[src/rtl/fdpc_pkg.sv]
`timescale 1ns / 1ps
// ----------------------------------------------------------------------------
// fdpc_pkg
// Shared types and constants of the fractional divider parameter calculator.
// ----------------------------------------------------------------------------
package fdpc_pkg;

    // register widths and reset values
    localparam int VCO_W   = 30;
    localparam int OFS_W   = 16;
    localparam int TGT_W   = 28;
    localparam logic [VCO_W-1:0] VCO_RESET = 30'd890979738;
    localparam logic [OFS_W-1:0] OFS_RESET = 16'd608;

    // register indexes (paddr[2])
    localparam logic REG_VCO = 1'b0;
    localparam logic REG_CW  = 1'b1;

    // datapath widths
    localparam int DIV_W  = 31;          // largest divisor: (2^28-1 + 2^16-1) * 4
    localparam int WORD_W = 32;          // dividend / quotient shift word
    localparam int FRAC_W = 20;
    localparam int P1_W   = 18;
    localparam int P2_W   = 20;
    localparam int Q_W    = 7;

    // fraction denominator, also P3
    localparam logic [FRAC_W-1:0] FRAC_DEN = 20'd1048575;
    localparam logic [P1_W-1:0]   P1_BIAS  = 18'd512;

    // number of cells in each part of the chain
    localparam int A_STEPS = VCO_W;      // integer quotient bits
    localparam int B_STEPS = FRAC_W;     // fraction numerator bits
    localparam int Q_STEPS = Q_W;        // split of 128*b by the denominator
    localparam int N_CELLS = A_STEPS + B_STEPS + Q_STEPS;

    // byte positions within the parameter block
    localparam logic [2:0] BYTE_P3_HI  = 3'd0;
    localparam logic [2:0] BYTE_P3_LO  = 3'd1;
    localparam logic [2:0] BYTE_P1_TOP = 3'd2;
    localparam logic [2:0] BYTE_P1_MID = 3'd3;
    localparam logic [2:0] BYTE_P1_LO  = 3'd4;
    localparam logic [2:0] BYTE_P3P2   = 3'd5;
    localparam logic [2:0] BYTE_P2_MID = 3'd6;
    localparam logic [2:0] BYTE_P2_LO  = 3'd7;

    // data handed from cell to cell
    typedef struct packed {
        logic              synth;        // 1 transmit, 0 receive
        logic [DIV_W-1:0]  div;          // divisor of this phase
        logic [DIV_W-1:0]  rem;          // partial remainder, below div
        logic [WORD_W-1:0] word;         // dividend bits out at top, quotient in at bottom
        logic [VCO_W-1:0]  keep;         // integer quotient kept for the end
    } t_lane;

endpackage

[src/rtl/fdpc_byte_ser.sv]
`timescale 1ns / 1ps
// ----------------------------------------------------------------------------
// fdpc_byte_ser
// Forms P1 and holds P1/P2, then sends the eight packed register bytes.
// ----------------------------------------------------------------------------
module fdpc_byte_ser
    import fdpc_pkg::*;
(
    input  logic              i_clk,
    input  logic              i_rst_n,
    input  logic              i_valid,
    input  logic              i_synth,
    input  logic [VCO_W-1:0]  i_a,
    input  logic [Q_W-1:0]    i_q,
    input  logic [P2_W-1:0]   i_p2,
    output logic              o_take,
    input  logic              i_stall,
    output logic              o_valid,
    output logic              o_synth_index,
    output logic [2:0]        o_byte_offset,
    output logic [7:0]        o_reg_byte,
    output logic              o_last_byte
);

    logic              r_busy;
    logic [2:0]        r_cnt;
    logic              r_synth;
    logic [P1_W-1:0]   r_p1;
    logic [P2_W-1:0]   r_p2;
    logic              n_busy;
    logic [2:0]        n_cnt;
    logic [P1_W-1:0]   n_p1;
    logic              out_done;
    logic              load;

    // slot is free when empty or when the last byte leaves now
    assign out_done = r_busy && !i_stall && (r_cnt == BYTE_P2_LO);
    assign o_take   = !r_busy || out_done;
    assign load     = i_valid && o_take;

    // P1 = 128*a + q - 512, modulo 2^18
    assign n_p1 = {i_a[P1_W-8:0], {Q_W{1'b0}}} + {{(P1_W-Q_W){1'b0}}, i_q} - P1_BIAS;

    // byte counter
    always_comb begin
        n_busy = r_busy;
        n_cnt  = r_cnt;
        if (r_busy && !i_stall) begin
            n_cnt = r_cnt + 3'd1;
        end
        if (load) begin
            n_busy = 1'b1;
            n_cnt  = BYTE_P3_HI;
        end else if (out_done) begin
            n_busy = 1'b0;
        end
    end

    always_ff @(posedge i_clk) begin
        if (!i_rst_n) begin
            r_busy <= 1'b0;
            r_cnt  <= BYTE_P3_HI;
        end else begin
            r_busy <= n_busy;
            r_cnt  <= n_cnt;
        end
    end

    // parameter hold
    always_ff @(posedge i_clk) begin
        if (load) begin
            r_synth <= i_synth;
            r_p1    <= n_p1;
            r_p2    <= i_p2;
        end
    end

    // byte packing
    always_comb begin
        unique case (r_cnt)
            BYTE_P3_HI:  o_reg_byte = FRAC_DEN[15:8];
            BYTE_P3_LO:  o_reg_byte = FRAC_DEN[7:0];
            BYTE_P1_TOP: o_reg_byte = {6'b0, r_p1[17:16]};
            BYTE_P1_MID: o_reg_byte = r_p1[15:8];
            BYTE_P1_LO:  o_reg_byte = r_p1[7:0];
            BYTE_P3P2:   o_reg_byte = {FRAC_DEN[19:16], r_p2[19:16]};
            BYTE_P2_MID: o_reg_byte = r_p2[15:8];
            BYTE_P2_LO:  o_reg_byte = r_p2[7:0];
            default:     o_reg_byte = 8'h00;
        endcase
    end

    assign o_valid       = r_busy;
    assign o_synth_index = r_synth;
    assign o_byte_offset = r_cnt;
    assign o_last_byte   = (r_cnt == BYTE_P2_LO);

endmodule

[config.mk]
export PLATFORM = sky130hd
export DESIGN_NAME = fdpc_byte_ser
export DESIGN_NICKNAME = d
export VERILOG_FILES = /design/src/rtl/fdpc_pkg.sv /design/src/rtl/fdpc_byte_ser.sv
export SDC_FILE = /design/constraint.sdc
export NUM_CORES = 1
export LEC_CHECK = 0
export BUFFER_PORTS_ARGS = -buffer_cell sky130_fd_sc_hd__buf_2
export CORE_MARGIN = 2
export CORE_UTILIZATION = 28
export CTS_CLUSTER_SIZE = 14
export DETAILED_ROUTE_END_ITERATION = 6
export PLACE_DENSITY = 0.49
export SLEW_MARGIN = 40
export SYNTH_ARGS = -nofsm -noshare
export SYNTH_HDL_FRONTEND = slang
export SYNTH_SLANG_ARGS = --single-unit
[constraint.sdc]
create_clock -name i_clk -period 5.9 [get_ports i_clk]
set_input_delay 0.295 -clock i_clk [delete_from_list [all_inputs] [get_ports i_clk]]
set_output_delay 0.295 -clock i_clk [all_outputs]
set_load 0.02 [all_outputs]
== Yosys cells after proc, flatten, opt, wreduce, memory -nomap -nowiden ==
Cells that the tools add are included.
Word-level totals
  bits in read-only memories: 0
  logic and storage cells: 29
  latch bits: 0
  memories: 0
  memory bits (writable): 0
  register bits: 43
Cells by class
  div/mod/pow operators: 0
  shift operators: 0
  equality and inequality tests: 7
  bitwise operators: 1
  order comparisons: 0
  $add $sub $neg: 3
  multipliers: 0
  mux-type cells: 3
  reductions and logical operators: 10
Operators by type and width (number)
  one-hot mux 8 bit (7 select lines): 1
  adder 18 x 7 -> 18 bit: 1
  subtractor 18 x 10 -> 18 bit, second input constant: 1
  equality test 3 bit, second input constant: 4
  equality test 3 x 2 -> 1 bit, second input constant: 2
  OR reduction 2 bit: 2
  adder 3 x 1 -> 3 bit, second input constant: 1
  equality test 3 x 1 -> 1 bit, second input constant: 1
  logical AND 1 bit: 3
  zero test 3 bit: 1
  zero test 1 bit: 2
  two-way mux 1 bit: 2
  nonzero test 2 bit: 1
  logical OR 1 bit: 1
  inverter 1 bit: 1

== Longest topological paths before layout ==
Gate-level depths: netlist of the first run.
  depth in word-level cells: 6
  mapped depth: 6
  gate-level depth less buffers: 5

== Worst setup path after synthesis of the first run ==
Ideal clock, no wire load.
  kind: flip-flop to flip-flop
  from: register r_cnt[1] (netlist: o_byte_offset[1])
  to: register r_synth (netlist: o_synth_index) (enable)
  clock period less this slack: 4.699 ns
  path buffers: 0
  path slack: 1.201 ns
  stages on the path, launching flop included: 5
  arrival: 4.196 ns
  path through: dfxtp_1 ha_1 ha_1 nand2b_1 a21boi_0
Between the ends
  longest elaborated chain between the ends: 4
Ends and longest elaborated chain
  from (decl): RTL line fdpc_byte_ser.sv:26  | logic [2:0] r_cnt;
  from (signal assigned): RTL line fdpc_byte_ser.sv:65  | r_cnt <= n_cnt;
  equality test 3 bit
  net o_last_byte: RTL line fdpc_byte_ser.sv:22  | output logic o_last_byte
  logical AND 1 bit: RTL line fdpc_byte_ser.sv:37  | assign out_done = r_busy && !i_stall && (r_cnt == BYTE_P2_LO);
  logical OR 1 bit: RTL line fdpc_byte_ser.sv:38  | assign o_take = !r_busy || out_done;
  logical AND 1 bit: RTL line fdpc_byte_ser.sv:39  | assign load = i_valid && o_take;
  net load: RTL line fdpc_byte_ser.sv:34  | logic load;
  to (signal assigned): RTL line fdpc_byte_ser.sv:72  | r_synth <= i_synth;
  to (decl): RTL line fdpc_byte_ser.sv:27  | logic r_synth;
The timed path passes the listed nets, and every way through them passes these cells.
A chain may end at the register's enable or synchronous reset.

== Worst setup path after layout of the first run ==
  from: register r_cnt[2] (netlist: o_byte_offset[2])
  to: output port o_reg_byte[3]
Between the ends
  longest elaborated chain between the ends: 3
  elaborated cells on any way between the ends: 10
  those cells by class: eq/ne (7); mux (1); reduce/logical (2)
Ends and longest elaborated chain
  equality test 3 x 1 -> 1 bit / zero test 3 bit (equally long branches): RTL line fdpc_byte_ser.sv:80  | unique case (r_cnt)
  OR reduction 2 bit (no line)
  one-hot mux 8 bit (7 select lines) (*): RTL line fdpc_byte_ser.sv:80
  to (decl): RTL line fdpc_byte_ser.sv:21  | output logic [7:0] o_reg_byte,
Mark *: on every way between the ends. The rest lies on a longest branch, timed or not.

==> results.sh, run 1 <==
export IMPL_yosysWarnings=0
export IMPL_fin_skew_ps=6.84
export IMPL_top_layer="met4"
export IMPL_routabilityCongestion=0.750
export IMPL_ys_flop_type="edfxtp_1"
export IMPL_syn_mean_instance_area_um2=14.7
export IMPL_r2r_end="r_p1[11]$_DFFE_PP_"
export IMPL_ir_worst_vdd_v=0.000102
export IMPL_ff2ff_setup_slack_ps=3820
export IMPL_num_antenna_cells=0
export IMPL_cts_hold_buf=0
export IMPL_vias_per_cell=4.66
export IMPL_drt_pass1_iter_count=7
export IMPL_rsz0062_at_grt="no"
export IMPL_antenna_found_initial=0
export IMPL_area_growth_pct=26.1
export IMPL_wire_per_inst_um=14.7
export IMPL_wirelength_mm=3.88
export IMPL_die_w_um=85.0
export IMPL_fin_crit_ps=2620
export IMPL_ys_seq_elements=43
export IMPL_yosysSeqAreaShare_pct=68.1
export IMPL_clockRootBuffer="clkbuf_8"
export IMPL_num_nets_final=256
export IMPL_synthMuxAreaShare_pct=1.16
export IMPL_worstHoldStart="i_p2[9]"
export IMPL_setup_viol=0
export IMPL_synthCells=125
export IMPL_grt_max_degree=43
export IMPL_reg2reg_from="o_byte_offset[2]$_SDFFE_PP0N_"
export IMPL_crit_required_ps=5610
export IMPL_synthAdderAreaFrac_pct=5.45
export IMPL_drt_antenna_violating_nets=0
export IMPL_clkTransAtPathRegs_ps=90
export IMPL_die_height_um=85.0
export IMPL_drive_gt1_share_pct=37.4
export IMPL_slew_headroom_pct=64.6
export IMPL_synth_edff_count=39
export IMPL_m1WireLength_mm=1.66
export IMPL_final_instance_count_excl_fill=264
export IMPL_r2r_cells=4
export IMPL_nFillCells=613
export IMPL_die_area_um2=7230
export IMPL_crit_fanout=16
export IMPL_hp_class="input port to flip-flop"
export IMPL_setup_worst_path_end_class="primary output"
export IMPL_cts_made_buffers=5
export IMPL_syn_nets=195
export IMPL_dp_cells=256
export IMPL_outcome="finished, final reports clean"
export IMPL_clk_path_buf_depth=2
export IMPL_dr_wl_met2_mm=1.94
export IMPL_tightest_slew_ps=530
export IMPL_post_route_period_util_pct=44.5
export IMPL_worst_setup_path_type="flip-flop to primary output"
export IMPL_cts_tree="yes"
export IMPL_cp_start_kind="flip-flop"
export IMPL_p_per_area_nw_per_um2=257
export IMPL_syn_area_um2=1840
export IMPL_hold_path_depth=1
export IMPL_synth_compound_area_share_pct=8.99
export IMPL_drtIter0Drc=69
export IMPL_h_tree_depth=2
export IMPL_clk_latency_ps=300
export IMPL_finalHoldViolCount=0
export IMPL_synth_cell_type_count=29
export IMPL_cap_viol_max_count=0
export IMPL_p_leak_uw=0.000891
export IMPL_setup_tns_final_ps=0
export IMPL_min_to="r_p2[9]$_DFFE_PP_"
export IMPL_critPathArrivalTime_ps=2330
export IMPL_drc_errors=0
export IMPL_fin_util_pct=36.5
export IMPL_postCtsSetupBuffers=0
export IMPL_portBuffers=57
export IMPL_grt_pass1_vias=1268
export IMPL_clock_sinks=43
export IMPL_dp_hpwl_mm=2.84
export IMPL_met3_length_um=226
export IMPL_cts_resized=0
export IMPL_grt_pass1_wl_mm=6.40
export IMPL_rows=29
export IMPL_max_freq_mhz=381
export IMPL_start_util_pct=28.9
export IMPL_ios=77
export IMPL_synth_async_reset_ratio_pct=0
export IMPL_grt_remaining_overflow=0
export IMPL_coreArea_um2=6350
export IMPL_synth_simple_area_share_pct=11.0
export IMPL_vias=1229
export IMPL_synth_top_family_by_area="simple AND/OR/NAND/NOR gates"
export IMPL_drv_slew=0
export IMPL_track_usage_pct=11.6
export IMPL_synthXorXnorAreaFrac_pct=3.34
[Yosys cell counts (2+ instances only)]
cell	n	area share, %
xnor2_1	3	1.4
dfxtp_1	4	4.4
edfxtp_1	39	64
a222oi_1	7	3.8
xor2_1	4	1.9
a22o_1	3	1.4
nand4_1	2	0.68
nand3_1	9	2.5
nand2_1	9	1.8
inv_1	6	1.2
nor2_1	3	0.61
nor2b_1	2	0.68
o211ai_1	2	0.82
nand2b_1	2	0.68
a22oi_1	3	1.2
ha_1	8	5.4
nor3b_1	4	1.6
clkbuf_1	4	0.82
[cell usage in the layout, fill, tap and decap left out, drive strengths merged]
cell | Yosys | final
a21boi | 1 | 1
a21oi | 1 | 1
a222oi | 7 | 7
a22o | 3 | 3
a22oi | 3 | 3
a31oi | 1 | 1
and2 | 1 | 1
buf | 0 | 58
clkbuf | 4 | 5
clkinv | 0 | 1
dfxtp | 4 | 4
edfxtp | 39 | 39
ha | 8 | 8
inv | 6 | 8
mux2 | 1 | 1
mux2i | 1 | 1
nand2 | 9 | 9
nand2b | 2 | 2
nand3 | 9 | 9
nand4 | 2 | 2
nor2 | 3 | 3
nor2b | 2 | 2
nor3 | 1 | 1
nor3b | 4 | 4
nor4 | 1 | 1
o211ai | 2 | 2
o21ai | 1 | 1
o31ai | 1 | 1
or4 | 1 | 1
xnor2 | 3 | 3
xor2 | 4 | 4
[cell families (layout without fill, tap and decap cells)]
group / after synthesis / after routing
DFF: 43 / 43
muxes: 2 / 2
buffers and inverters: 10 / 72
adders and majority gates: 8 / 8
xor gates and xnor gates: 7 / 7
AOI/OAI and AO/OA: 20 / 20
and+or+nand+nor: 35 / 35
[worst max-delay path by stage]
stage                                             start                      end  slack [ps]  depth (start not counted)
after global routing      o_byte_offset[2]$_SDFFE_PP0N_            o_reg_byte[3]        3010                          6
after floorplan           o_byte_offset[1]$_SDFFE_PP0N_  o_synth_index$_DFFE_PP_        1200                          4
final                     o_byte_offset[2]$_SDFFE_PP0N_            o_reg_byte[3]        3280                          6
after global placement    o_byte_offset[2]$_SDFFE_PP0N_            o_reg_byte[2]        3640                          6
after CTS                 o_byte_offset[2]$_SDFFE_PP0N_            o_reg_byte[3]        3230                          6
after detailed placement  o_byte_offset[2]$_SDFFE_PP0N_            o_reg_byte[3]        3590                          6
[critical path: stages, from the launching register on]
cell	delay [ps]
dfxtp_1	660
inv_1	180
ha_1	380
nor3_1	300
nand2_1	170
o211ai_1	140
buf_2	200
[where the power goes]
part / switching [uW] / internal [uW] / total, uW
Combinational: 23.7 / 19.3 / 43.0
Clock: 109 / 87.0 / 196
Sequential: 5.63 / 352 / 357
[cell type report]
type	count	area, um^2	share of cell area, %
multi-input cells	72	561	24.2
well taps	77	96.3	4.16
clock buffers	5	68.8	2.97
repair buffers	58	293	12.6
inverters	6	22.5	0.971
clock inverters	3	26.3	1.13
flip-flops and latches	43	1250	54.0
[routing by layer]
metal / global-route usage, % / vias up
li1: - / 608
met1: 14.4 / 569
met2: 19.0 / 48
met3: 3.11 / 4
met4: 5.19 / 0
met5: 0 / -
[sequential cells by signal, indices dropped and copies added, names as in the netlist]
name           count
o_valid            1
r_p1              18
o_byte_offset      3
o_synth_index      1
r_p2              20
[per-stage QoR]
step / hold slack [ps] / power (uW) / setup slack, ps / instance area, um^2
floorplan: 394 / 384 / 1200 / 1840
global placement: 472 / 407 / 3640 / 2220
detailed placement: 473 / 408 / 3590 / 2220
CTS: 154 / 605 / 3230 / 2320
global route: 146 / 624 / 3010 / 2320
finish: 164 / 596 / 3280 / 2320
Note: power is estimated with default switching activity, not from simulation.
==> run 2, diff against run 1 <==
Settings changed: ABC_AREA from default to 1.
Clock period 5.9 ns to 2.3 ns, I/O delays scaled along.
==> run 2 against run 1 <==
Against the previous run: non-clock buffer count is 28 higher; worst hold slack worse by 160 ps; first-iteration DRC count is 25% lower; area after synthesis is 9.7% higher; setup slack worse by 3000 ps.
==> results.sh, run 2 <==
export IMPL_synth_edff_count=39
export IMPL_num_antenna_cells=0
export IMPL_tightest_slew_ps=343
export IMPL_hold_slack_ps=4.69
export IMPL_crit_fanout=9
export IMPL_layout_commonest_cell="nand2_1"
export IMPL_drt_antenna_violating_nets=0
export IMPL_cts_made_buffers=5
export IMPL_crit_chain="ha_1 -> ha_1 -> nor2_2 -> nand4_2 -> nand3b_1 -> buf_2"
export IMPL_p_per_area_nw_per_um2=551
export IMPL_swShare_pct=22.2
export IMPL_ir_worst_vdd_v=0.000205
export IMPL_setup_worst_path_end_class="primary output"
export IMPL_cell_internal_pwr_uw=1190
export IMPL_dp_hpwl_mm=3.16
export IMPL_yosys_top_cells_count="73 x nand2_1, 39 x edfxtp_1, 25 x nor2_1"
export IMPL_grt_max_degree=40
export IMPL_yosysTopAreaCell="edfxtp_1"
export IMPL_slew_headroom_pct=77.1
export IMPL_synth_async_reset_ratio_pct=0
export IMPL_vias_per_cell=3.99
export IMPL_clk_path_buf_depth=2
export IMPL_setup_tns_final_ps=0
export IMPL_yosysWarnings=0
export IMPL_finalHoldViolCount=0
export IMPL_drive_gt1_share_pct=24.4
export IMPL_rsz0062_at_grt="no"
export IMPL_track_usage_pct=11.8
export IMPL_syn_area_um2=2020
export IMPL_drt_pass1_iter_count=4
export IMPL_clockRootBuffer="clkbuf_8"
export IMPL_rows=30
export IMPL_yosysSeqAreaShare_pct=62.0
export IMPL_drv_slew=0
export IMPL_die_area_um2=7900
export IMPL_ios=77
export IMPL_syn_mean_instance_area_um2=9.89
export IMPL_critPathArrivalTime_ps=1950
export IMPL_final_cell_mix="72 x nand2_1, 57 x buf_2, 39 x edfxtp_1"
export IMPL_critical_path_most_common_cell="ha_1"
export IMPL_p_leak_uw=0.00124
export IMPL_power_switching_uw=341
export IMPL_ys_seq_elements=43
export IMPL_drtIter0Drc=52
export IMPL_portBuffers=57
export IMPL_die_w_um=88.9
export IMPL_worst_setup_path_type="flip-flop to primary output"
export IMPL_synthCells=204
export IMPL_grt_pass1_wl_mm=6.87
export IMPL_setup_viol=0
export IMPL_die_height_um=88.9
export IMPL_drc_errors=0
export IMPL_start_util_pct=29.4
export IMPL_clk_latency_ps=290
export IMPL_cp_slowest_cell="dfxtp_1"
export IMPL_outcome="finished, final reports clean"
export IMPL_vias=1560
export IMPL_wirelength_mm=4.37
export IMPL_coreArea_um2=6870
export IMPL_cts_tree="yes"
export IMPL_routabilityCongestion=0.770
export IMPL_synthTopCellsByArea="edfxtp_1 58%, nand2_1 14%, ha_1 5.0%, nor2_1 4.7%, dfxtp_1 4.0%"
export IMPL_ys_flop_type="edfxtp_1"
export IMPL_cap_viol_max_count=0
export IMPL_yosysMostFrequentCell="nand2_1"
export IMPL_cp_start_kind="flip-flop"
export IMPL_multi_input_area_um2=656
export IMPL_regArea_um2=1250
export IMPL_h_tree_depth=2
export IMPL_grt_pass1_vias=1541
export IMPL_clock_power_share_pct=30.0
export IMPL_fin_crit_ps=2070
export IMPL_netlist_area_leader_share_pct=58.1
export IMPL_postCtsSetupBuffers=0
export IMPL_wire_per_inst_um=11.2
export IMPL_largest_reg_flops=20
export IMPL_syn_nets=274
export IMPL_slowest_delay_ps=370
export IMPL_comb_power_share_pct=9.8
export IMPL_num_nets_final=364
export IMPL_clock_sinks=43
export IMPL_crit_required_ps=2180
export IMPL_max_freq_mhz=483
export IMPL_sequentialPowerShare_pct=60.1
export IMPL_hp_class="input port to flip-flop"
export IMPL_post_route_period_util_pct=90.0
export IMPL_fin_skew_ps=7.55
export IMPL_area_growth_pct=38.0
export IMPL_nFillCells=719
export IMPL_largest_register="r_p2"
export IMPL_grt_remaining_overflow=0
export IMPL_antenna_found_initial=0
export IMPL_clkTransAtPathRegs_ps=80
export IMPL_synth_cell_type_count=19
run 2: area by class of cell:
class | count | share of cell area (%)
Multi-Input combinational cell | 136 | 23.6
Tap cell | 96 | 4.32
Inverter | 22 | 3.19
Clock inverter | 3 | 0.540
Clock buffer | 5 | 2.47
Timing Repair Buffer | 86 | 21.0
Sequential cell | 43 | 45.0
run 2: worst paths after layout:
check | depth (start not counted) | from | slack, ps | to
hold / removal | 1 | i_p2[17] | 5 | r_p2[17]$_DFFE_PP_
hold reg to reg | 2 | o_valid$_SDFFE_PN0P_ | 570 | o_valid$_SDFFE_PN0P_
setup / recovery | 6 | o_byte_offset[0]$_SDFFE_PP0N_ | 230 | o_reg_byte[3]
setup reg to reg | 7 | o_byte_offset[0]$_SDFFE_PP0N_ | 480 | r_p2[13]$_DFFE_PP_
run 2: worst max-delay path: cells and delay by family (launching register included):
family        cells  cell delay, ps
fa+ha+maj         2             590
flops             1             370
simple gates      3             520
buf+inv           1             170
run 2: power by group through the flow:
stage	Combinational, uW	Sequential (uW)	Clock [uW]
final	151	922	460
after global routing	170	926	504
after CTS	153	922	479
after detailed placement	119	940	0
after global placement	118	940	0
after floorplan	48.8	942	0
run 2: cells by family (layout without fill, tap and decap cells):
logic type / after synthesis / count (layout) / synth area share [%]
AOI/OAI and AO/OA: 3 / 3 / 0.869
xor gates and xnor gates: 4 / 4 / 1.74
adders and majority gates: 8 / 8 / 4.96
buffers and inverters: 25 / 116 / 5.58
DFF: 43 / 43 / 62.0
and+or+nand+nor: 121 / 121 / 24.8
run 2: layer usage:
layer | wire length [um] | part of all wire, % | GRT usage (%)
met1 | 2060 | 47 | 14.6
met2 | 2040 | 47 | 19.7
met3 | 190 | 4.4 | 2.52
met4 | 76 | 1.7 | 4.96
met5 | 0 | 0 | 0
run 2: repair_timing:
item | in CTS | in global routing
gates resized for setup | 0 | 0
endpoints found under the hold margin | 26 | 1
hold buffers | 26 | 1
run 2: per-stage QoR:
stage	utilization [%]	area [um^2]	setup WS, ps	power (uW)	instances
3_5_place_dp	35.4	2430	500	1060	356
4_1_cts	40.4	2770	204	1550	390
2_1_floorplan	-	2020	5.12	990	204
5_1_grt	40.5	2780	82.8	1600	391
3_3_place_gp	35.4	2430	510	1060	356
6_report	40.5	2780	231	1530	391
