File: src/rtl/fdpc_pkg.sv
`timescale 1ns / 1ps
// ----------------------------------------------------------------------------
// fdpc_pkg
// Shared types and constants of the fractional divider parameter calculator.
// ----------------------------------------------------------------------------
package fdpc_pkg;

    // register widths and reset values
    localparam int VCO_W   = 30;
    localparam int OFS_W   = 16;
    localparam int TGT_W   = 28;
    localparam logic [VCO_W-1:0] VCO_RESET = 30'd890979738;
    localparam logic [OFS_W-1:0] OFS_RESET = 16'd608;

    // register indexes (paddr[2])
    localparam logic REG_VCO = 1'b0;
    localparam logic REG_CW  = 1'b1;

    // datapath widths
    localparam int DIV_W  = 31;          // largest divisor: (2^28-1 + 2^16-1) * 4
    localparam int WORD_W = 32;          // dividend / quotient shift word
    localparam int FRAC_W = 20;
    localparam int P1_W   = 18;
    localparam int P2_W   = 20;
    localparam int Q_W    = 7;

    // fraction denominator, also P3
    localparam logic [FRAC_W-1:0] FRAC_DEN = 20'd1048575;
    localparam logic [P1_W-1:0]   P1_BIAS  = 18'd512;

    // number of cells in each part of the chain
    localparam int A_STEPS = VCO_W;      // integer quotient bits
    localparam int B_STEPS = FRAC_W;     // fraction numerator bits
    localparam int Q_STEPS = Q_W;        // split of 128*b by the denominator
    localparam int N_CELLS = A_STEPS + B_STEPS + Q_STEPS;

    // byte positions within the parameter block
    localparam logic [2:0] BYTE_P3_HI  = 3'd0;
    localparam logic [2:0] BYTE_P3_LO  = 3'd1;
    localparam logic [2:0] BYTE_P1_TOP = 3'd2;
    localparam logic [2:0] BYTE_P1_MID = 3'd3;
    localparam logic [2:0] BYTE_P1_LO  = 3'd4;
    localparam logic [2:0] BYTE_P3P2   = 3'd5;
    localparam logic [2:0] BYTE_P2_MID = 3'd6;
    localparam logic [2:0] BYTE_P2_LO  = 3'd7;

    // data handed from cell to cell
    typedef struct packed {
        logic              synth;        // 1 transmit, 0 receive
        logic [DIV_W-1:0]  div;          // divisor of this phase
        logic [DIV_W-1:0]  rem;          // partial remainder, below div
        logic [WORD_W-1:0] word;         // dividend bits out at top, quotient in at bottom
        logic [VCO_W-1:0]  keep;         // integer quotient kept for the end
    } t_lane;

endpackage

File: src/rtl/fdpc_frac_prep.sv
`timescale 1ns / 1ps
// ----------------------------------------------------------------------------
// fdpc_frac_prep
// Sets up the fraction division: saves the integer quotient and loads
// remainder * denominator as the next dividend.
// ----------------------------------------------------------------------------
module fdpc_frac_prep
    import fdpc_pkg::*;
(
    input  logic  i_clk,
    input  logic  i_rst_n,
    input  logic  i_adv,
    input  logic  i_valid,
    input  t_lane i_lane,
    output logic  o_valid,
    output t_lane o_lane
);

    localparam int N_W = DIV_W + FRAC_W;

    logic           r_valid;
    t_lane          r_lane;
    t_lane          n_lane;
    logic [N_W-1:0] prod;

    // remainder times the denominator, a constant multiply
    always_comb begin
        prod = {{FRAC_W{1'b0}}, i_lane.rem} * {{DIV_W{1'b0}}, FRAC_DEN};
        n_lane      = i_lane;
        n_lane.keep = i_lane.word[VCO_W-1:0];
        n_lane.rem  = prod[N_W-1:FRAC_W];
        n_lane.word = {prod[FRAC_W-1:0], {(WORD_W-FRAC_W){1'b0}}};
    end

    // valid flag
    always_ff @(posedge i_clk) begin
        if (!i_rst_n) begin
            r_valid <= 1'b0;
        end else if (i_adv) begin
            r_valid <= i_valid;
        end
    end

    // payload
    always_ff @(posedge i_clk) begin
        if (i_adv) begin
            r_lane <= n_lane;
        end
    end

    assign o_valid = r_valid;
    assign o_lane  = r_lane;

endmodule

File: config.mk
export PLATFORM = sky130hd
export DESIGN_NAME = fdpc_frac_prep
export DESIGN_NICKNAME = d
export VERILOG_FILES = /design/src/rtl/fdpc_pkg.sv /design/src/rtl/fdpc_frac_prep.sv
export SDC_FILE = /design/constraint.sdc
export NUM_CORES = 1
export LEC_CHECK = 0
export BUFFER_PORTS_ARGS = -buffer_cell sky130_fd_sc_hd__buf_2
export CORE_MARGIN = 5
export CORE_UTILIZATION = 37
export CTS_CLUSTER_SIZE = 25
export DETAILED_ROUTE_END_ITERATION = 10
export PLACE_DENSITY = 0.62
export SKIP_CTS_REPAIR_TIMING = 1
export SLEW_MARGIN = 5
export SYNTH_ARGS = -nofsm -noshare
export SYNTH_HDL_FRONTEND = slang
export SYNTH_SLANG_ARGS = --single-unit
File: constraint.sdc
create_clock -name i_clk -period 22 [get_ports i_clk]
set_clock_uncertainty 0.1 [all_clocks]
set_input_delay 3.3 -clock i_clk [delete_from_list [all_inputs] [get_ports i_clk]]
set_output_delay 3.3 -clock i_clk [all_outputs]
set_load 0.02 [all_outputs]
# Yosys cells after proc, flatten, opt, wreduce, memory -nomap -nowiden
# Index checks and enable logic that the tools add are counted.
# Widths: inputs -> output; s select.
# classes
n_addsub,0
multipliers,1
div,0
magnitude_cmp,0
n_eq_ne,0
shifts,0
muxes,0
bitwise,0
reduce_logical,0
# op_table
op,n
$mul 31x20->51 const B,1
# totals
reg_bits,114
latchBits,0
ramBits,0
rom_bits,0
inputBits,129
out_inout_bits,126
word_cells,7
n_memories,0

# Depth between registers and ports, before layout
# Gate-level depths: netlist (run 1).
# depth
word_depth,1
depth_mapped,23
depth_no_buf,22

# Worst setup path before layout (run 1)
# OpenSTA, ideal clock, no wires.
# synth_timing
kind,input to register
from,input i_lane[68] in the netlist's numbering
to,"register r_lane, in the netlist o_lane[86], data pin"
setup_ns,0.270
arrival_time_ns,8.800
required_ns,21.630
path_slack_ns,12.830
cell_stages,23
n_path_buf,1
cell_sequence,inv_1 > fa_1 > fa_1 > inv_1 > fa_1 > inv_1 > fa_1 > inv_1 > fa_1 > fa_1 > inv_1 > fa_1 > inv_1 > ha_1 > buf_2 > a21oi_1 > o21ai_0 > nand2_1 > o211a_1 > o21ai_4 > a2111oi_2 > o41ai_2 > xor2_1
# synth_between
elab_chain_cells,1
# synth_lines
element,line,source
"start, declared",fdpc_frac_prep.sv:14,"input t_lane i_lane,"
$mul 31x20->51,fdpc_frac_prep.sv:28,"prod = {{FRAC_W{1'b0}}, i_lane.rem} * {{DIV_W{1'b0}}, FRAC_DEN};"
via prod[44],fdpc_frac_prep.sv:24,logic [N_W-1:0] prod;
"end signal, assigned",fdpc_frac_prep.sv:47,r_lane <= n_lane;
"end, declared",fdpc_frac_prep.sv:22,t_lane r_lane;
# The timed path passes the listed nets, and every way through them passes these cells.
# A chain may end at the register's enable or synchronous reset.

# Worst setup path after layout (run 1)
# layout_timing
from,input i_lane[68] in the netlist's numbering
to,"register r_lane, in the netlist o_lane[92], data pin"
# The elaborated chain is that of the path after synthesis.

==> results.md, run 1 <==
## Outcome
• run status: complete, no violations

## Timing
• fmax: 100.3 MHz
• total negative slack: 0 ps
• minimum setup slack in the final design: 12030 ps
• worst slew margin relative to its limit: 0.4152
• part of the cycle the worst path needs: 0.4532
• Tightest Pin Transition: 877.2 ps
• number of max-slew violations in the final report: 0
• endpoints failing setup: 0
• Final Hold Vio Count: 0
• unrepaired setup endpoints after global routing: false
• Final Critical Period: 9971 ps

## Global route
• pin count of the biggest net entering global routing: 68
• global routing usage summed across all routing layers: 0.1642
• via count of the first global-routing pass: 11210
• first-pass GRT wire length: 59.94 mm
• number of antenna violations at the first check in global routing: 2
• sum of overflow across all layers after global routing: 0

## Placement
• sum of net half-perimeters after detailed placement: 33.88 mm
• Placed Area: 17180 sq um
• setup slack at placement: 11610 ps
• placer's final routability congestion estimate: 0.9159
• Placed Cells: 2122
• total of buffers placed on input and output ports: 210

## Worst setup path
• critical setup path kind: input pin to flip-flop
• R2R setup slack: 21310 ps
• biggest fanout along the worst timing path: 8
• Required @ worst endpoint: 22070 ps
• Worst setup SP type: input pin
• CP arrival: 10040 ps
• kind of end point of the critical path: flip-flop

## CTS
• Root Buffer Master: sky130_fd_sc_hd__clkbuf_16
• TritonCTS clock tree: yes
• Num Clock Sinks: 114
• Worst-Skew Late Latency: 410 ps
• clock-pin slew reported for the worst setup and hold paths after clock tree synthesis: 60 ps
• number of buffers on the longest clock path: 2
• CTS buffer count: 17
• H-tree depth reported by CTS: 4

## Floorplanning
• io pins: 255
• Core ar.: 41850 sq um
• Die X: 215.2 microns
• overall die area: 46320 sq um
• die extent in y: 215.2 microns
• initial cell density of the core: 0.3723
• standard-cell row count: 75

## Logic synthesis
• count of synthesis-stage warnings from yosys: 0
• Synth Instances: 1391
• number of enable flip-flop cells after synthesis: 113
• share of flip-flops with an asynchronous set or reset: 0
• sequential element share of the synthesized area: 0.2190
• summed instance area of the synthesized netlist: 15580 sq um
• unique cell type count in the Yosys netlist: 64
• number of synthesized register bits: 114
• fraction of post-synthesis cell area in the top cell type by area: 0.4073
• mean post-synth cell area: 11.20 sq um
• cell taking the most area after synthesis: sky130_fd_sc_hd__fa_1
• cell types with the largest area share after synthesis: sky130_fd_sc_hd__fa_1, sky130_fd_sc_hd__edfxtp_1, sky130_fd_sc_hd__ha_1
• primary flip-flop cell chosen by synthesis mapping: sky130_fd_sc_hd__edfxtp_1

## Finish
• Non-Filler Instances: 2156
• synthesis-to-layout area growth: 14.11%
• most frequent cells in the layout: sky130_fd_sc_hd__inv_1, sky130_fd_sc_hd__fa_1, sky130_fd_sc_hd__buf_2
• Layout Cell Area excl Fill: 17780 sq um
• Nets: 2187
• most common library cell in the layout ignoring fill and taps: sky130_fd_sc_hd__inv_1
• share of layout cells above drive strength 1: 0.1610

## Routing
• number of DRC violations after detailed-routing iteration 0: 603
• DRC: 0
• DRT antenna net count: 0
• Vias: 10160
• Final Routed Wirelength: 37.05 mm
• Avg Vias per Cell: 4.712
• number of detailed-routing iterations run before antenna repair: 4
• Avg WL per Cell: 17.18 microns

## Min path
• worst hold-check path type: flip-flop to flip-flop

## Job
• number of max-cap violations: 0

per-layer routing:
| metal | global-route usage | wire length, microns | vias to the layer above | share of wire |
|---|---|---|---|---|
| met4 | 0.04246 | 889 | 0 | 0.024 |
| met1 | 0.2058 | 15200 | 5160 | 0.41 |
| met2 | 0.2933 | 19170 | 255 | 0.52 |
| met5 | 0 | 0 | - | 0 |
| met3 | 0.03040 | 1786 | 45 | 0.048 |
| li1 | - | - | 4700 | - |
area by class of cell:
class,count,area (sq um)
inverter,439,1648
clock buffer,17,425.4
antenna,2,5.005
timing repair buffer,211,1061
sequential,114,3413
multi-input combinational,819,10390
fill,4098,24070
clock inverter,15,168.9
tap,539,674.4
flip-flops by register name (all words and copies together) (netlist names):
signal,count
o_lane,113
o_valid,1
cell usage after synthesis (all sizes together) (2+ instances only):
master    n
a21oi    47
edfxtp  113
o21ai    26
a311oi    4
nand4    12
o21a      3
o31ai     3
o211ai    6
a221oi    2
inv     439
xnor2    28
and3      9
nand2    41
nor2     33
mux2i     2
and2      5
clkbuf    8
nor3      9
o211a     2
buf      22
xor2     20
fa      317
nand3    13
o221ai    2
o21bai    8
a31o      5
a211oi    7
a31oi     7
nor2b     6
a21o     30
ha      139
path summary, 6_finish.rpt:
check,startpoint,to,cells past startpoint
max,i_lane[68],o_lane[92]$_DFFE_PP_,22
min,o_valid$_SDFFE_PN0P_,o_valid$_SDFFE_PN0P_,2
min reg2reg,o_valid$_SDFFE_PN0P_,o_valid$_SDFFE_PN0P_,2
max reg2reg,o_valid$_SDFFE_PN0P_,o_valid$_SDFFE_PN0P_,2
cell families after synthesis:
family	share of synthesized area
adder cells (fa/ha/maj)	0.5189
XOR/XNOR	0.02698
AND/OR/NAND/NOR	0.04135
AO/OA/AOI/OAI	0.07508
other	0.0002407
multiplexers	0.001285
buffers and inverters	0.1172
flip-flops	0.2190
stage by stage:
stage | utilization | hold WS (ps)
6_report | 0.4248 | 425.6
5_1_grt | 0.4247 | 465.8
4_1_cts | 0.4247 | 430.4
3_5_place_dp | 0.4105 | 421.1
3_3_place_gp | 0.4105 | 397.3
2_1_floorplan | - | 489.3
worst max-delay path: stages:
cell                       delay (ps)
sky130_fd_sc_hd__buf_2            110
sky130_fd_sc_hd__inv_1            250
sky130_fd_sc_hd__fa_1             560
sky130_fd_sc_hd__fa_1             580
sky130_fd_sc_hd__inv_1             60
sky130_fd_sc_hd__fa_1             470
sky130_fd_sc_hd__inv_1             50
sky130_fd_sc_hd__fa_1             590
sky130_fd_sc_hd__inv_1             80
sky130_fd_sc_hd__fa_1             440
sky130_fd_sc_hd__fa_1             490
sky130_fd_sc_hd__inv_1             50
sky130_fd_sc_hd__fa_1             470
sky130_fd_sc_hd__inv_1             40
sky130_fd_sc_hd__ha_1             400
sky130_fd_sc_hd__a21oi_1          240
sky130_fd_sc_hd__o221ai_1         200
sky130_fd_sc_hd__a311oi_1         460
sky130_fd_sc_hd__a21oi_1          240
sky130_fd_sc_hd__o21ai_0          530
sky130_fd_sc_hd__a41oi_1          240
sky130_fd_sc_hd__xnor2_1          170
Power of run 1 is not shown: default switching activity piles up to over one toggle a cycle in this logic, so the estimate is an artifact.
==> run 2, diff against run 1 <==
- clock period: 22 -> 9.9 ns (I/O delays scaled with it)
==> run 2 against run 1 <==
Design area about the same. Core utilization about the same. Sequential share of layout area about the same. Register-to-register slack got worse by 12000 ps. Via count decreased by 0.70%. Global-route usage decreased by 0.12 points. Critical path type unchanged.
==> results.md, run 2 (synthesis results as in run 1) <==
## Finish
• flip-flop count of the largest register, all copies and words added: 113, unchanged
• most frequent cells in the layout: sky130_fd_sc_hd__inv_1, sky130_fd_sc_hd__fa_1, sky130_fd_sc_hd__buf_2
• most common library cell in the layout ignoring fill and taps: sky130_fd_sc_hd__inv_1
• synthesis-to-layout area growth: 14.04%, about the same
• Nets: 2187, unchanged
• share of layout cells above drive strength 1: 0.1610, unchanged
• filler cell count: 4087, -0.27%

## Worst setup path
• total buffers and inverters traversed by the critical path: 7, unchanged
• kind of end point of the critical path: flip-flop
• library cell appearing most often on the critical path: sky130_fd_sc_hd__fa_1
• Required @ worst endpoint: 9960 ps, -12110 ps
• biggest fanout along the worst timing path: 8, unchanged
• maximum single-stage delay on the critical path: 610 ps, +20 ps
• cell type of the slowest stage on the worst timing path: sky130_fd_sc_hd__fa_1
• R2R setup slack: 9210 ps, -12100 ps
• cells along the critical path: buf_2 -> inv_1 -> fa_1 -> fa_1 -> inv_1 -> fa_1 -> inv_1 -> fa_1 -> inv_1 -> fa_1 -> fa_1 -> inv_1 -> fa_1 -> inv_1 -> ha_1 -> a21oi_1 -> o221ai_1 -> a311oi_1 -> a21oi_1 -> o21ai_0 -> a41oi_1 -> xnor2_1
• number of cells on the worst reg-to-reg path: 2, unchanged
• cell family contributing the most delay on the critical path: adder cells
• critical setup path kind: input pin to flip-flop
• CP arrival: 8200 ps, -1840 ps
• Crit path depth: 22, unchanged
• worst flop-to-flop path startpoint: o_valid$_SDFFE_PN0P_
• Worst setup SP type: input pin
• worst reg2reg path endpoint: o_valid$_SDFFE_PN0P_

## Routing
• Final Routed Wirelength: 36.79 mm, -0.69%
• DRC: 0, unchanged
• number of DRC violations after detailed-routing iteration 0: 626, +3.8%
• Avg Vias per Cell: 4.682, -0.65%
• number of detailed-routing iterations run before antenna repair: 5, +1
• Avg WL per Cell: 17.07 microns, -0.65%
• DRT antenna net count: 0, unchanged
• Vias: 10090, -0.70%

## CTS
• TritonCTS clock tree: yes
• CTS buffer count: 17, unchanged
• Root Buffer Master: sky130_fd_sc_hd__clkbuf_16
• clock-pin slew reported for the worst setup and hold paths after clock tree synthesis: 50 ps, about the same
• number of buffers on the longest clock path: 2, unchanged
• Worst-Skew Late Latency: 410 ps, about the same
• Num Clock Sinks: 114, unchanged
• H-tree depth reported by CTS: 4, unchanged

## Floorplanning
• initial cell density of the core: 0.3723, unchanged
• die extent in y: 215.2 microns, unchanged
• standard-cell row count: 75, unchanged
• Die X: 215.2 microns, unchanged
• overall die area: 46320 sq um, unchanged
• Core ar.: 41850 sq um, unchanged
• io pins: 255, unchanged

## Global route
• first-pass GRT wire length: 59.41 mm, -0.89%
• pin count of the biggest net entering global routing: 68, unchanged
• global routing usage summed across all routing layers: 0.1630, -0.001218
• number of antenna violations at the first check in global routing: 1, -1
• sum of overflow across all layers after global routing: 0, unchanged
• via count of the first global-routing pass: 11200, -0.045%

## Timing
• worst slew margin relative to its limit: 0.4142, -0.0009710
• fmax: 122.9 MHz
• Final Hold Vio Count: 0, unchanged
• Tightest Pin Transition: 878.6 ps, +1.457 ps
• part of the cycle the worst path needs: 0.8218
• Final Critical Period: 8136 ps
• unrepaired setup endpoints after global routing: false
• endpoints failing setup: 0, unchanged
• total negative slack: 0 ps, unchanged
• number of max-slew violations in the final report: 0, unchanged

## Min path
• hold-critical path depth: 2, unchanged
• hold path startpoint: o_valid$_SDFFE_PN0P_
• Hold Path End: o_valid$_SDFFE_PN0P_
• worst hold-check path type: flip-flop to flip-flop

## Placement
• sum of net half-perimeters after detailed placement: 33.62 mm, -0.76%
• total of buffers placed on input and output ports: 210, unchanged
• placer's final routability congestion estimate: 0.9209, +0.55%

## Job
• number of max-cap violations: 0, unchanged

## Outcome
• run status: complete, no violations

run 2: cell types whose count changed in the layout (fill, tap and decap cells not counted), sizes merged:
cell	delta
inv	-6
clkinv	+4
clkbuf	+1
clkinvlp	+1
diode	-1
run 2: worst max-delay path by stage:
stage                    start                   end  slack (ps)
finish              i_lane[68]  o_lane[92]$_DFFE_PP_        1760
global route        i_lane[68]  o_lane[92]$_DFFE_PP_        1510
CTS                 i_lane[68]  o_lane[92]$_DFFE_PP_        1800
detailed placement  i_lane[68]  o_lane[92]$_DFFE_PP_        1370
global placement    i_lane[68]  o_lane[92]$_DFFE_PP_        1310
floorplan           i_lane[68]  o_lane[86]$_DFFE_PP_        2540
run 2: worst register-to-register path, delay by kind of cell (launching register included):
family,cells,cell delay (ps)
flip-flops,1,310
multiplexers,1,120
AND/OR/NAND/NOR,1,60
run 2: cell type report:
| cell class | count | area, sq um | share of cell area |
|---|---|---|---|
| Clock inverter | 14 | 156.4 | 0.008802 |
| Multi-Input combinational cell | 819 | 10390 | 0.5844 |
| Timing Repair Buffer | 211 | 1061 | 0.05971 |
| Tap cell | 539 | 674.4 | 0.03795 |
| Inverter | 439 | 1648 | 0.09273 |
| Sequential cell | 114 | 3413 | 0.1921 |
| Clock buffer | 18 | 429.2 | 0.02415 |
| Antenna cell | 1 | 2.502 | 0.0001408 |
run 2: per-stage QoR:
step	std cells	hold slack, ps	setup slack (ps)	util	area (sq um)
after floorplan	1402	489.3	2545	-	15620
after global placement	2122	397.7	1310	0.4105	17180
after detailed placement	2122	416.5	1370	0.4105	17180
after CTS	2154	427.8	1804	0.4245	17770
after global routing	2154	452.3	1514	0.4245	17770
final	2155	423.1	1764	0.4246	17770
run 2: per-layer routing:
metal / GRT usage / vias up / routed length (microns)
met5: 0 / - / 0
met4: 0.03371 / 0 / 575
met3: 0.02997 / 32 / 1803
met2: 0.2922 / 235 / 19250
met1: 0.2072 / 5115 / 15160
li1: - / 4707 / -
Power of run 2 is left out for the same reason.
==> run 3, diff against run 2 <==
- PLACE_DENSITY: 0.62 -> 0.64
- clock period: 9.9 -> 6.6 ns (I/O delays scaled with it)
==> run 3 against run 2 <==
Die area is the same. Critical path type unchanged. First-iteration DRC count shrank 23%. Critical endpoint is now o_lane[84]$_DFFE_PP_. Hold slack gained 4.4 ps. Design area grew 19%. Critical path depth grew 2. The run now ends with negative setup slack left. Final cell count grew 16%. Core utilization grew 8.1 points. Setup slack lost 2100 ps.
==> results.md, run 3 (synthesis results as in run 1) <==
## Routing
• Vias: 11440, +13%
• Final Routed Wirelength: 40.67 mm, +11%
• number of detailed-routing iterations run before antenna repair: 4, -1
• number of DRC violations after detailed-routing iteration 0: 484, -23%
• Avg Vias per Cell: 4.571, -2.4%
• DRC: 0, unchanged
• DRT antenna net count: 0, unchanged
• Avg WL per Cell: 16.25 microns, -4.8%

## Timing
• Final Critical Period: 6911 ps
• Final Hold Vio Count: 0, unchanged
• worst slew margin relative to its limit: 0.3814, -0.03280
• endpoints failing setup: 26, +26
• worst hold slack: 427.4 ps, +4.378 ps
• minimum setup slack in the final design: -311.2 ps, -2075 ps
• Tightest Pin Transition: 927.8 ps, +49.20 ps
• fmax: 144.7 MHz
• number of max-slew violations in the final report: 0, unchanged
• part of the cycle the worst path needs: 1.047
• unrepaired setup endpoints after global routing: true

## Min path
• worst hold-check path type: flip-flop to flip-flop
• hold-critical path depth: 2, unchanged
• hold path startpoint: o_valid$_SDFFE_PN0P_
• Hold Path End: o_valid$_SDFFE_PN0P_

## Worst setup path
• cell type of the slowest stage on the worst timing path: sky130_fd_sc_hd__fa_2
• maximum single-stage delay on the critical path: 640 ps, +30 ps
• Required @ worst endpoint: 6750 ps, -3210 ps
• biggest fanout along the worst timing path: 5, -3
• cells along the critical path: buf_8 -> clkinvlp_4 -> fa_2 -> inv_4 -> fa_1 -> inv_2 -> fa_1 -> inv_1 -> fa_2 -> fa_2 -> fa_1 -> inv_1 -> fa_1 -> inv_2 -> ha_4 -> and3_4 -> nand2_2 -> nor2_2 -> o211ai_1 -> a21oi_4 -> buf_6 -> nor2_4 -> o211a_1 -> a311oi_1
• worst flop-to-flop path startpoint: o_valid$_SDFFE_PN0P_
• kind of end point of the critical path: flip-flop
• R2R setup slack: 5910 ps, -3300 ps
• Worst setup SP type: input pin
• number of cells on the worst reg-to-reg path: 2, unchanged
• critical setup path kind: input pin to flip-flop
• library cell appearing most often on the critical path: sky130_fd_sc_hd__fa_1
• worst reg2reg path endpoint: o_valid$_SDFFE_PN0P_
• CP arrival: 7060 ps, -1140 ps

## Finish
• share of layout cells above drive strength 1: 0.3814, +0.2204
• Nets: 2536, +16%
• most frequent cells in the layout: sky130_fd_sc_hd__inv_1, sky130_fd_sc_hd__buf_4, sky130_fd_sc_hd__fa_1
• Non-Filler Instances: 2503, +16%
• most common library cell in the layout ignoring fill and taps: sky130_fd_sc_hd__inv_1
• footprint of the multi-input gates: 11030 sq um, +6.2%
• n_diodes: 0, -1
• synthesis-to-layout area growth: 35.74%
• flip-flop count of the largest register, all copies and words added: 113, unchanged
• area occupied by registers: 3413 sq um, unchanged
• filler cell count: 3807, -6.9%
• Post-Route Utilization: 0.5054, +0.08081

## Placement
• total of buffers placed on input and output ports: 210, unchanged
• placer's final routability congestion estimate: 0.9118, -0.99%
• sum of net half-perimeters after detailed placement: 36.25 mm, +7.8%
• setup slack at placement: -965.3 ps, -2336 ps
• Placed Cells: 2444, +15%

## CTS
• TritonCTS clock tree: yes
• H-tree depth reported by CTS: 4, unchanged
• Worst-Skew Late Latency: 410 ps, about the same
• number of buffers on the longest clock path: 2, unchanged
• Root Buffer Master: sky130_fd_sc_hd__clkbuf_16
• CTS buffer count: 17, unchanged
• clock-pin slew reported for the worst setup and hold paths after clock tree synthesis: 60 ps, about the same
• Num Clock Sinks: 114, unchanged

## Global route
• global routing usage summed across all routing layers: 0.1733, +0.01035
• number of antenna violations at the first check in global routing: 0, -1
• first-pass GRT wire length: 63.83 mm, +7.4%
• pin count of the biggest net entering global routing: 77, +13%
• sum of overflow across all layers after global routing: 0, unchanged
• via count of the first global-routing pass: 12410, +11%

## Floorplanning
• standard-cell row count: 75, unchanged
• Core ar.: 41850 sq um, unchanged
• initial cell density of the core: 0.3723, unchanged
• overall die area: 46320 sq um, unchanged
• Die X: 215.2 microns, unchanged
• io pins: 255, unchanged
• die extent in y: 215.2 microns, unchanged

## Job
• number of max-cap violations: 0, unchanged

## Outcome
• failing checks: negative setup slack
• run status: complete, but fails checks

## run 3: worst max path at each step
stage / from / endpoint
2_1_floorplan: i_lane[78] / o_lane[86]$_DFFE_PP_
3_3_place_gp: i_lane[67] / o_lane[85]$_DFFE_PP_
3_5_place_dp: i_lane[67] / o_lane[87]$_DFFE_PP_
4_1_cts: i_lane[67] / o_lane[87]$_DFFE_PP_
5_1_grt: i_lane[67] / o_lane[84]$_DFFE_PP_
6_report: i_lane[67] / o_lane[84]$_DFFE_PP_
## run 3: metal layers
layer / part of all wire / up-vias / GRT usage
met2: 0.54 / 225 / 0.3154
met1: 0.41 / 5770 / 0.2170
met5: 0 / - / 0
li1: - / 5406 / -
met3: 0.035 / 39 / 0.02786
met4: 0.017 / 0 / 0.04032
## run 3: metrics by stage
| step | setup TNS [ps] | area, sq um |
|---|---|---|
| 6_report | -4482 | 21150 |
| 5_1_grt | -8141 | 21150 |
| 4_1_cts | -7537 | 20260 |
| 3_5_place_dp | -22330 | 19700 |
| 3_3_place_gp | -20410 | 19700 |
| 2_1_floorplan | -563.0 | 15750 |
## run 3: final cells by class
cell class              count  area share
multi-input cells         819      0.5215
repair buffers            560      0.1797
flip-flops and latches    114      0.1614
inverters                 439     0.07903
well taps                 539     0.03188
clock buffers              17     0.02011
clock inverters            15    0.006389
## run 3: critical path, delay by kind of cell
kind	cells	cell delay [ps]
compound gates	4	950
fa+ha+maj	8	4040
simple gates	4	410
buf+inv	8	650
Power of run 3 is left out for the same reason.
